--- config.mk ---
export PLATFORM = sky130hd
export DESIGN_NAME = wpc_lane
export DESIGN_NICKNAME = d
export VERILOG_FILES = /design/src/hdl/wpc_pkg.sv /design/src/hdl/wpc_lane.sv
export SDC_FILE = /design/constraint.sdc
export NUM_CORES = 2
export LEC_CHECK = 0
export CAP_MARGIN = 5
export CORE_MARGIN = 10
export CORE_UTILIZATION = 45
export CTS_CLUSTER_DIAMETER = 30
export CTS_CLUSTER_SIZE = 8
export DETAILED_ROUTE_END_ITERATION = 16
export DONT_BUFFER_PORTS = 1
export GPL_TIMING_DRIVEN = 0
export SLEW_MARGIN = 30
export SYNTH_ARGS = -nofsm -noshare
export SYNTH_HDL_FRONTEND = slang
export SYNTH_SLANG_ARGS = --single-unit
export TNS_END_PERCENT = 10
--- constraint.sdc ---
create_clock -name clk -period 13.5 [get_ports clk]
set_input_delay 1.35 -clock clk [delete_from_list [all_inputs] [get_ports clk]]
set_output_delay 1.35 -clock clk [all_outputs]
set_load 0.05 [all_outputs]
--- src/hdl/wpc_pkg.sv ---
// Types, constants and helpers shared by the waypoint PD position controller.
// No dependencies; compile first.
package wpc_pkg;

  typedef logic signed [15:0] pos_t;   // Q7.8 metres
  typedef logic signed [16:0] err_t;   // position error, exact
  typedef logic signed [17:0] diff_t;  // error change, exact
  typedef logic signed [34:0] sum_t;   // gain products, 20 fraction bits
  typedef logic signed [29:0] q_t;     // scaled to Q1.14, before clamp
  typedef logic signed [15:0] cmd_t;   // Q1.14 radians
  typedef logic [15:0]        gain_t;  // unsigned Q4.12
  typedef logic [14:0]        lim_t;   // 15-bit unsigned magnitudes
  typedef logic [1:0]         wp_t;

  typedef enum logic [2:0] {
    REG_PROP_GAIN     = 3'd0,
    REG_DERIV_GAIN    = 3'd1,
    REG_ARRIVE_THRESH = 3'd2,
    REG_FAR_DISTANCE  = 3'd3,
    REG_NARROW_LIMIT  = 3'd4,
    REG_WIDE_LIMIT    = 3'd5,
    REG_PITCH_TRIM    = 3'd6
  } wpc_reg_t;

  localparam int unsigned CfgIndexW = 3;
  localparam int unsigned CfgDataW  = 16;

  localparam gain_t RST_PROP_GAIN     = 16'd410;
  localparam gain_t RST_DERIV_GAIN    = 16'd16384;
  localparam lim_t  RST_ARRIVE_THRESH = 15'd26;
  localparam lim_t  RST_FAR_DISTANCE  = 15'd128;
  localparam lim_t  RST_NARROW_LIMIT  = 15'd1475;
  localparam lim_t  RST_WIDE_LIMIT    = 15'd2458;
  localparam cmd_t  RST_PITCH_TRIM    = 16'sd82;

  // waypoint loop, Q7.8 metres
  localparam pos_t WP_X [4] = '{16'sd768, 16'sd2048, 16'sd2048, 16'sd768};
  localparam pos_t WP_Y [4] = '{16'sd384, 16'sd384, 16'sd768, 16'sd768};

  // pipeline advance controls handed to each lane
  typedef struct packed {
    logic acc;  // word accepted, state and stage 1 load
    logic en2;  // product stage loads
    logic en3;  // scaled result stage loads
  } wpc_adv_t;

  // symmetric clamp; magnitude at or above the limit takes the limit
  function automatic cmd_t clamp_sym(q_t v, lim_t lim);
    q_t lim_s;
    lim_s = q_t'({1'b0, lim});
    if (v >= lim_s) begin
      return cmd_t'(lim_s);
    end else if (v <= -lim_s) begin
      return cmd_t'(-lim_s);
    end else begin
      return cmd_t'(v);
    end
  endfunction

endpackage

--- src/hdl/wpc_lane.sv ---
// One axis of the PD law: error, held previous error, gain products,
// rounding to Q1.14 and trim. Depends on wpc_pkg.
module wpc_lane (
  input  logic              clk,
  input  logic              rst,
  input  wpc_pkg::wpc_adv_t adv,
  input  wpc_pkg::pos_t     meas,
  input  wpc_pkg::pos_t     target,
  input  wpc_pkg::gain_t    kp,
  input  wpc_pkg::gain_t    kd,
  input  wpc_pkg::cmd_t     trim,
  output wpc_pkg::err_t     err,
  output wpc_pkg::q_t       q
);
  import wpc_pkg::*;

  err_t  prev_err;
  err_t  e1;
  diff_t d1;
  sum_t  p2;
  sum_t  dd2;
  sum_t  s;
  sum_t  s_rnd;
  q_t    q3;

  assign err = err_t'(target) - err_t'(meas);

  always_ff @(posedge clk) begin
    if (rst) begin
      prev_err <= '0;
    end else if (adv.acc) begin
      prev_err <= err;
    end
  end

  always_ff @(posedge clk) begin
    if (adv.acc) begin
      e1 <= err;
      d1 <= diff_t'(err) - diff_t'(prev_err);
    end
    if (adv.en2) begin
      p2  <= sum_t'($signed({1'b0, kp})) * sum_t'(e1);
      dd2 <= sum_t'($signed({1'b0, kd})) * sum_t'(d1);
    end
    if (adv.en3) begin
      q3 <= q_t'(s_rnd >>> 6) - q_t'(trim);
    end
  end

  // round half up: floor((s + 32) / 64)
  assign s     = p2 + dd2;
  assign s_rnd = s + sum_t'(32);
  assign q     = q3;

endmodule

==> reports/results.txt <==
status: finished clean
Worst-path clk slew: 0.08 ns
# IOs: 132
largest net degree at the start of global routing: 70
synth top area cells: fa_1 34%, ha_1 14%, edfxtp_1 14%
Remaining Overflow, GRT: 0
crit end category: flip-flop
FF+latch count, synth: 151
vias per inst: 5.12
post-DP HPWL: 62100 microns
Max Slew Vio Count: 0
CTS H-tree depth: 4
Crit Path Max Fanout: 10
PortBufs: 0
final net count: 4129
layout cells sized above 1: 0.0274
slew margin rel.: 0.421
Placer Congestion: 0.901
vias: 20800
Slew @ Worst Pin: 0.867 ns
CTS root buf: clkbuf_16
top_reg_cell synth: edfxtp_1
YS warnings: 0
WL per Instance: 17.9 microns
drt total wl: 73000 microns
post-route ant nets: 0
synth-to-layout area growth: 6.34%
Initial Utilization: 0.454
RSZ-0062 raised after global routing: no
top cell type by total area after synthesis: fa_1
Final Util: 0.483
Critical Path RT: 13.70 ns
Post-CTS Setup Bufs: 0
worst slack at placement: 4.87 ns
Die Width: 277 microns
Syn Nets: 4097
Initial DRT Pass Iterations: 5
Hold Crit Class: flip-flop to flip-flop
Period minus WS final: 8.23 ns
Die Ht: 277 microns
Iteration-0 DRC Markers: 1094
Synth top cells by count: 758 x inv_1, 505 x fa_1, 344 x ha_1
area of the mapped netlist: 29800 sq um
hold buffers post-CTS: 0
die area: 76900 sq um
number of CTS-inserted buffers: 17
CTS tree: yes
final period utilization: 0.609
Max-Cap Viols: 0
CP startpoint kind: primary input
first-pass GRT wire length: 118000 microns
Placeable Area: 65600 sq um
setup TNS: 0 ns
diodes inserted: 0
final worst clock skew: 0.0207 ns
clk_lat worst skew: 0.45 ns
share of flip-flops with an asynchronous set or reset: 0
Setup violations, final: 0
initial antenna violation count: 1
row count: 94
gr usage total: 0.194
Syn Inst Count: 3163
Post-CTS Resized: 0
Clock Sinks: 151
Setup CP Type: primary input to flip-flop
distinct cell type count after synthesis: 69
Hold Violations, Final: 0
placed insts: 4040
Max Freq: 122 MHz
top cell type's share of synthesized area: 0.339
Fill cells: 6289
clock buffer depth: 2
# DRC: 0
Synth Area per Inst: 9.41 sq um
Arr. time, crit path: 8.43 ns
register area share after synthesis: 0.147
vias in the first global route: 21500
setup ws final: 5.27 ns
EDFF count, synth: 134
Final Non-Filler Cells: 4072
top-count cell post-synth: inv_1
[flip-flops by register name, summed over array words and instances (netlist names)]
signal / flops
d1: 18
e1: 17
p2: 34
dd2: 35
prev_err: 17
q: 30
[path summary, 6_finish.rpt]
path | cells past startpoint | to | slack, ns | startpoint
setup / recovery | 24 | dd2[30] | 5.27 | kd[8]
setup reg to reg | 23 | dd2[30] | 6.08 | d1[7]
hold reg to reg | 2 | prev_err[12] | 0.48 | prev_err[12]
hold / removal | 2 | prev_err[12] | 0.48 | prev_err[12]
[metal layers]
| metal | vias up | routed length, microns | track usage |
|---|---|---|---|
| li1 | 9831 | - | - |
| met1 | 10400 | 33000 | 0.262 |
| met2 | 488 | 34100 | 0.314 |
| met3 | 88 | 3920 | 0.0370 |
| met4 | 2 | 1900 | 0.0535 |
| met5 | - | 17 | 0 |
[critical path: stages]
cell,delay [ns]
clkbuf_1,0.51
clkbuf_1,0.53
nand2_1,0.18
fa_1,0.57
inv_1,0.05
fa_1,0.50
inv_1,0.06
fa_1,0.52
inv_1,0.05
fa_1,0.47
fa_1,0.50
inv_1,0.07
fa_1,0.48
inv_1,0.04
ha_1,0.35
nand3_1,0.15
nor2_1,0.22
o311ai_1,0.19
a31o_2,0.32
a211oi_1,0.35
o21ai_0,0.24
a21oi_1,0.40
a21oi_1,0.17
xnor2_1,0.15
[layout by cell type (no fill, tap or decap), drive strengths merged, types with 9 or more instances in the layout]
| cell type | count |
|---|---|
| buf | 16 |
| o21ai | 63 |
| a21oi | 108 |
| fa | 505 |
| clkbuf | 96 |
| and3 | 10 |
| xnor2 | 97 |
| nand2 | 328 |
| xor2 | 47 |
| o21a | 18 |
| a21o | 42 |
| nor3 | 22 |
| nor2 | 73 |
| and2 | 287 |
| o21bai | 13 |
| nand2b | 22 |
| a211oi | 14 |
| or3 | 9 |
| dfxtp | 17 |
| edfxtp | 134 |
| inv | 767 |
| nand4 | 10 |
| o211ai | 10 |
| ha | 344 |
| nand3 | 24 |
| nor2b | 27 |
| mux2i | 15 |
[cells by family (layout without fill, tap and decap cells)]
kind of cell | count (synthesis) | after routing | synth area share
adders and majority gates | 849 | 849 | 0.484
xor gates and xnor gates | 144 | 144 | 0.0424
and+or+nand+nor | 833 | 833 | 0.141
buffers and inverters | 840 | 885 | 0.106
muxes | 15 | 15 | 0.00504
DFF | 151 | 151 | 0.147
AOI/OAI and AO/OA | 331 | 331 | 0.0756
[stage by stage]
stage / instance area (sq um) / hold slack [ns]
2_1_floorplan: 29800 / 0.452
3_5_place_dp: 31100 / 0.468
3_3_place_gp: 30900 / 0.472
5_1_grt: 31700 / 0.524
6_report: 31700 / 0.483
4_1_cts: 31700 / 0.482
[cell type report]
type	count	area, sq um	share of cell area
Multi-Input combinational cell	2172	22400	0.706
Sequential cell	151	4360	0.138
Inverter	758	2850	0.0898
Tap cell	864	1080	0.0341
Clock buffer	17	425	0.0134
Buffer	82	309	0.00976
Clock inverter	15	158	0.00498
Timing Repair Buffer	13	120	0.00379
Power is left out: the tool's default activity adds up to more than one toggle a clock period on the data nets, which glitch-free logic cannot reach.
