File: src/hdl/wpc_pkg.sv
// Types, constants and helpers shared by the waypoint PD position controller.
// No dependencies; compile first.
package wpc_pkg;

  typedef logic signed [15:0] pos_t;   // Q7.8 metres
  typedef logic signed [16:0] err_t;   // position error, exact
  typedef logic signed [17:0] diff_t;  // error change, exact
  typedef logic signed [34:0] sum_t;   // gain products, 20 fraction bits
  typedef logic signed [29:0] q_t;     // scaled to Q1.14, before clamp
  typedef logic signed [15:0] cmd_t;   // Q1.14 radians
  typedef logic [15:0]        gain_t;  // unsigned Q4.12
  typedef logic [14:0]        lim_t;   // 15-bit unsigned magnitudes
  typedef logic [1:0]         wp_t;

  typedef enum logic [2:0] {
    REG_PROP_GAIN     = 3'd0,
    REG_DERIV_GAIN    = 3'd1,
    REG_ARRIVE_THRESH = 3'd2,
    REG_FAR_DISTANCE  = 3'd3,
    REG_NARROW_LIMIT  = 3'd4,
    REG_WIDE_LIMIT    = 3'd5,
    REG_PITCH_TRIM    = 3'd6
  } wpc_reg_t;

  localparam int unsigned CfgIndexW = 3;
  localparam int unsigned CfgDataW  = 16;

  localparam gain_t RST_PROP_GAIN     = 16'd410;
  localparam gain_t RST_DERIV_GAIN    = 16'd16384;
  localparam lim_t  RST_ARRIVE_THRESH = 15'd26;
  localparam lim_t  RST_FAR_DISTANCE  = 15'd128;
  localparam lim_t  RST_NARROW_LIMIT  = 15'd1475;
  localparam lim_t  RST_WIDE_LIMIT    = 15'd2458;
  localparam cmd_t  RST_PITCH_TRIM    = 16'sd82;

  // waypoint loop, Q7.8 metres
  localparam pos_t WP_X [4] = '{16'sd768, 16'sd2048, 16'sd2048, 16'sd768};
  localparam pos_t WP_Y [4] = '{16'sd384, 16'sd384, 16'sd768, 16'sd768};

  // pipeline advance controls handed to each lane
  typedef struct packed {
    logic acc;  // word accepted, state and stage 1 load
    logic en2;  // product stage loads
    logic en3;  // scaled result stage loads
  } wpc_adv_t;

  // symmetric clamp; magnitude at or above the limit takes the limit
  function automatic cmd_t clamp_sym(q_t v, lim_t lim);
    q_t lim_s;
    lim_s = q_t'({1'b0, lim});
    if (v >= lim_s) begin
      return cmd_t'(lim_s);
    end else if (v <= -lim_s) begin
      return cmd_t'(-lim_s);
    end else begin
      return cmd_t'(v);
    end
  endfunction

endpackage

File: src/hdl/wpc_if.sv


interface wpc_cmd_if;
  import wpc_pkg::*;
  logic valid;
  logic ready;
  cmd_t roll_cmd;
  cmd_t pitch_cmd;
  wp_t  waypoint_now;
  logic arrived;
  modport source (output valid, output roll_cmd, output pitch_cmd,
                  output waypoint_now, output arrived, input ready);
  modport sink (input valid, input roll_cmd, input pitch_cmd,
                input waypoint_now, input arrived, output ready);
endinterface

File: src/hdl/wpc_merge.sv
// Merge stage: picks the shared limit, clamps both lanes and holds the
// command word in the output register. Depends on wpc_pkg, wpc_if.
module wpc_merge (
  input  logic           clk,
  input  logic           rst,
  input  logic           lane_valid,
  input  wpc_pkg::q_t    q_pitch,
  input  wpc_pkg::q_t    q_roll,
  input  logic           far,
  input  wpc_pkg::wp_t   wp,
  input  logic           arr,
  input  wpc_pkg::lim_t  narrow_limit,
  input  wpc_pkg::lim_t  wide_limit,
  output logic           en_out,
  wpc_cmd_if.source      cmd
);
  import wpc_pkg::*;

  lim_t lim;

  assign lim    = far ? narrow_limit : wide_limit;
  assign en_out = !cmd.valid || cmd.ready;

  always_ff @(posedge clk) begin
    if (rst) begin
      cmd.valid <= 1'b0;
    end else if (en_out) begin
      cmd.valid <= lane_valid;
    end
  end

  always_ff @(posedge clk) begin
    if (en_out && lane_valid) begin
      cmd.pitch_cmd    <= clamp_sym(q_pitch, lim);
      cmd.roll_cmd     <= clamp_sym(q_roll, lim);
      cmd.waypoint_now <= wp;
      cmd.arrived      <= arr;
    end
  end

endmodule

File: src/flat_wrapper.sv
// flat-port wrapper written by rule: the top's interface ports become plain ports
module wpc_merge_flat import wpc_pkg::*;
  (clk, rst, lane_valid, q_pitch, q_roll, far, wp, arr, narrow_limit, wide_limit, en_out, cmd_valid, cmd_roll_cmd, cmd_pitch_cmd, cmd_waypoint_now, cmd_arrived, cmd_ready);
  wpc_cmd_if cmd_i ();
  input  logic clk;
  input  logic rst;
  input  logic lane_valid;
  input  wpc_pkg::q_t q_pitch;
  input  wpc_pkg::q_t q_roll;
  input  logic far;
  input  wpc_pkg::wp_t wp;
  input  logic arr;
  input  wpc_pkg::lim_t narrow_limit;
  input  wpc_pkg::lim_t wide_limit;
  output logic en_out;
  output wire logic [$bits(cmd_i.valid)-1:0] cmd_valid;
  output wire logic [$bits(cmd_i.roll_cmd)-1:0] cmd_roll_cmd;
  output wire logic [$bits(cmd_i.pitch_cmd)-1:0] cmd_pitch_cmd;
  output wire logic [$bits(cmd_i.waypoint_now)-1:0] cmd_waypoint_now;
  output wire logic [$bits(cmd_i.arrived)-1:0] cmd_arrived;
  input wire logic [$bits(cmd_i.ready)-1:0] cmd_ready;
  assign cmd_valid = cmd_i.valid;
  assign cmd_roll_cmd = cmd_i.roll_cmd;
  assign cmd_pitch_cmd = cmd_i.pitch_cmd;
  assign cmd_waypoint_now = cmd_i.waypoint_now;
  assign cmd_arrived = cmd_i.arrived;
  assign cmd_i.ready = cmd_ready;
  wpc_merge u_core (.clk(clk), .rst(rst), .lane_valid(lane_valid), .q_pitch(q_pitch), .q_roll(q_roll), .far(far), .wp(wp), .arr(arr), .narrow_limit(narrow_limit), .wide_limit(wide_limit), .en_out(en_out), .cmd(cmd_i));
endmodule
File: config.mk
export PLATFORM = sky130hd
export DESIGN_NAME = wpc_merge_flat
export DESIGN_NICKNAME = d
export VERILOG_FILES = /design/src/hdl/wpc_pkg.sv /design/src/hdl/wpc_if.sv /design/src/hdl/wpc_merge.sv /design/src/flat_wrapper.sv
export SDC_FILE = /design/constraint.sdc
export NUM_CORES = 1
export LEC_CHECK = 0
export BUFFER_PORTS_ARGS = -buffer_cell sky130_fd_sc_hd__buf_2
export CORE_MARGIN = 1.5
export CORE_UTILIZATION = 25
export CTS_CLUSTER_DIAMETER = 30
export DETAILED_ROUTE_END_ITERATION = 6
export SLEW_MARGIN = 25
export SYNTH_ARGS = -nofsm -noshare
export SYNTH_HDL_FRONTEND = slang
export SYNTH_SLANG_ARGS = --single-unit
File: constraint.sdc
create_clock -name clk -period 6.5 [get_ports clk]
set_input_delay 1.3 -clock clk [delete_from_list [all_inputs] [get_ports clk]]
set_output_delay 1.3 -clock clk [all_outputs]
set_load 0.01 [all_outputs]
==> results_dict.tcl <==
set metrics [dict create \
    cts_setup_buffers 0 \
    finalWirelength_mm 13.4 \
    syn_inst 448 \
    synth-edff-count 35 \
    grt_remaining_overflow 0 \
    grt_usage_pct 14.7 \
    fin_tns_setup_ns 0 \
    async_flop_share_pct 0 \
    critPathLaunch "far" \
    cts_tree "built" \
    min_from "u_core.cmd.valid" \
    routed_via_density 4.86 \
    timing_hold_violations_final 0 \
    clock_path_buffers 2 \
    wl_per_cell_um 16.4 \
    max_freq_ghz 0.170 \
    grt_pass1_vias 3847 \
    min_period_ns 5.87 \
    postCtsHoldBufs 0 \
    fillerInstances 1827 \
    drcViolationCount 0 \
    cp_data_arrival_time_ns 5.87 \
    holdWs_ns 0.513 \
    cts-root-buf "clkbuf_16" \
    synth_flop_cell "edfxtp_1" \
    power.leakage_nw 2.73 \
    path_clk_slew_ns 0.06 \
    fin_util_pct 32.4 \
    clk-insertion-delay-late_ns 0.29 \
    ant_nets 0 \
    cp.required_ns 6.51 \
    fin_crit_sh_pct 90.3 \
    crit_path_start_kind "input port" \
    ys_seq_area_share_pct 24.4 \
    fin_skew_ns 0.00902 \
    cpPeakStageDelay_ns 0.51 \
    drt_pass1_iterations 5 \
    power_mw 0.865 \
    critPathCaptureType "register" \
    vias 3971 \
    dieHeight_um 136 \
    hold_path.class "reg -> reg" \
    diodes 0 \
    portBuffers 134 \
    die_w_um 136 \
    cts_buffers 5 \
    syn_to_final_growth_pct 27.1 \
    r2r-start "u_core.cmd.valid" \
    cp_max_fo 23 \
    power_density_nw_per_um2 155 \
    mappedNetlistNets 635 \
    cts_max_level 2 \
    final_common_cell "buf_2" \
    initial_core_util_pct 25.5 \
    slew_headroom_pct 40.4 \
    grt_setup_unrepaired "false" \
    final_cell_mix "134 x buf_2, 89 x ha_1, 54 x mux2i_1, 35 x edfxtp_1, 33 x a21oi_1" \
    synth_area_um2 4400 \
    worstMarginPinSlew_ns 0.894 \
    dp_hpwl_mm 11.3 \
    num_rows 48 \
    io_pins 135 \
    setup_viol 0 \
    crit_slowest_cell "a2111oi_1" \
    antenna_found_initial 0 \
    crit_chain "buf_2 -> mux2i_1 -> ha_1 -> nand3_2 -> or3_4 -> or2_1 -> nor3b_2 -> xor2_1 -> inv_1 -> ha_1 -> nand4_1 -> nor2_1 -> a211o_1 -> a2111oi_1 -> mux2i_2 -> buf_12 -> mux2i_1 -> a22oi_1" \
    vdd_drop_max_uv 126 \
    dieArea_um2 18400 \
    drive_above_1_share_pct 29.7 \
    avgSynthCellArea_um2 9.82 \
    outcome "completed" \
    netlist-cell-type-count 50 \
    yosys_warnings 0 \
    clock_sinks 36 \
    synth_seq_cells 36 \
    nets 778 \
    grt_pass1_wl_mm 20.7 \
    grt_max_degree 36 \
    core-area_um2 17200 \
    drt_iter0_drc 216 \
    cts_resized 0 \
    worstSetupPathType "in -> reg" \
    slew_viol_final 0 \
    routabilityCongestion 0.886 \
    cap_violations 0 \
]
## sequential cells by signal, indices dropped and copies added, names as in the netlist
signal	count
u_core.cmd.arrived	1
u_core.cmd.pitch_cmd	16
u_core.cmd.valid	1
u_core.cmd.roll_cmd	16
u_core.cmd.waypoint_now	2
## final cells by class
| type | count | area, um2 | share of cell area, % |
|---|---|---|---|
| sequential | 36 | 1070 | 19.2 |
| timing repair buffer | 150 | 816 | 14.6 |
| tap | 225 | 282 | 5.04 |
| clock buffer | 5 | 125 | 2.24 |
| inverter | 24 | 90.1 | 1.61 |
| clock inverter | 3 | 42.5 | 0.761 |
| multi-input combinational | 374 | 3160 | 56.6 |
## cell families (layout without fill, tap and decap cells)
logic type | count (synthesis) | after routing | share of synthesized area (%)
xor+xnor | 13 | 13 | 2.76
flops | 36 | 36 | 24.4
fa+ha+maj | 89 | 89 | 25.3
mux | 63 | 63 | 15.2
simple gates | 106 | 106 | 13.5
compound gates | 103 | 103 | 14.9
buf+inv | 38 | 182 | 3.93
## per-layer routing
| metal | GRT usage [%] | up-vias | share of wire [%] |
|---|---|---|---|
| li1 | - | 2033 | - |
| met1 | 20.4 | 1813 | 48 |
| met2 | 23.9 | 115 | 45 |
| met3 | 1.68 | 10 | 5.4 |
| met4 | 4.48 | 0 | 1.5 |
| met5 | 0 | - | 0 |
## through the flow
stage,cell area (um2),cells,worst slack [ns]
6_report,5590,817,0.631
3_3_place_gp,5420,809,0.520
4_1_cts,5590,817,0.636
2_1_floorplan,4400,448,0.663
5_1_grt,5590,817,0.261
3_5_place_dp,5420,809,0.385
## report_power, final
group          internal (mW)  total (mW)  switching, mW
Sequential             0.280       0.284        0.00471
Clock                  0.180       0.283          0.103
Combinational          0.132       0.298          0.166
Total                  0.592       0.865          0.274
## worst paths after layout
path,endpoint,slack (ns),cells past startpoint
worst min register to register,u_core.cmd.valid,0.51,2
worst min-delay path,u_core.cmd.valid,0.51,2
worst max-delay path,u_core.cmd.pitch_cmd[9],0.63,18
worst max register to register,u_core.cmd.waypoint_now[1],4.95,2
## cells in the mapped netlist, types with 2 or more instances
library cell	number	share of area [%]
o311a_1	2	0.46
a21oi_1	33	3.8
inv_1	24	2.0
a211oi_1	3	0.51
and4_1	7	1.4
or3_1	2	0.28
buf_6	3	0.77
nor4_1	7	1.0
nand3_1	4	0.46
mux2i_4	2	1.0
and2_0	2	0.28
a21o_1	18	3.1
nor2_1	24	2.0
o21ai_0	21	2.4
edfxtp_1	35	24
xnor2_1	5	1.0
or2_1	2	0.28
o221ai_1	2	0.40
a211o_1	2	0.40
nand4_1	18	2.6
nand2_1	18	1.5
clkbuf_1	5	0.43
buf_2	6	0.68
xor2_1	7	1.4
a221o_1	2	0.46
nor3_1	6	0.68
ha_1	89	25
o22ai_1	2	0.28
nand2b_1	5	0.71
mux2_2	2	0.51
mux2i_2	3	0.94
o21a_1	2	0.34
a221oi_1	5	1.0
mux2i_1	56	13
a22oi_1	8	1.4
a31oi_1	2	0.28
## critical path: cells and delay by family
family,cells,cell delay [ns]
and+or+nand+nor,6,1.36
AOI/OAI and AO/OA,3,0.87
muxes,3,0.87
adders and majority gates,2,0.61
buffers and inverters,3,0.56
xor gates and xnor gates,1,0.28
Note: power is estimated with default switching activity, not from simulation.
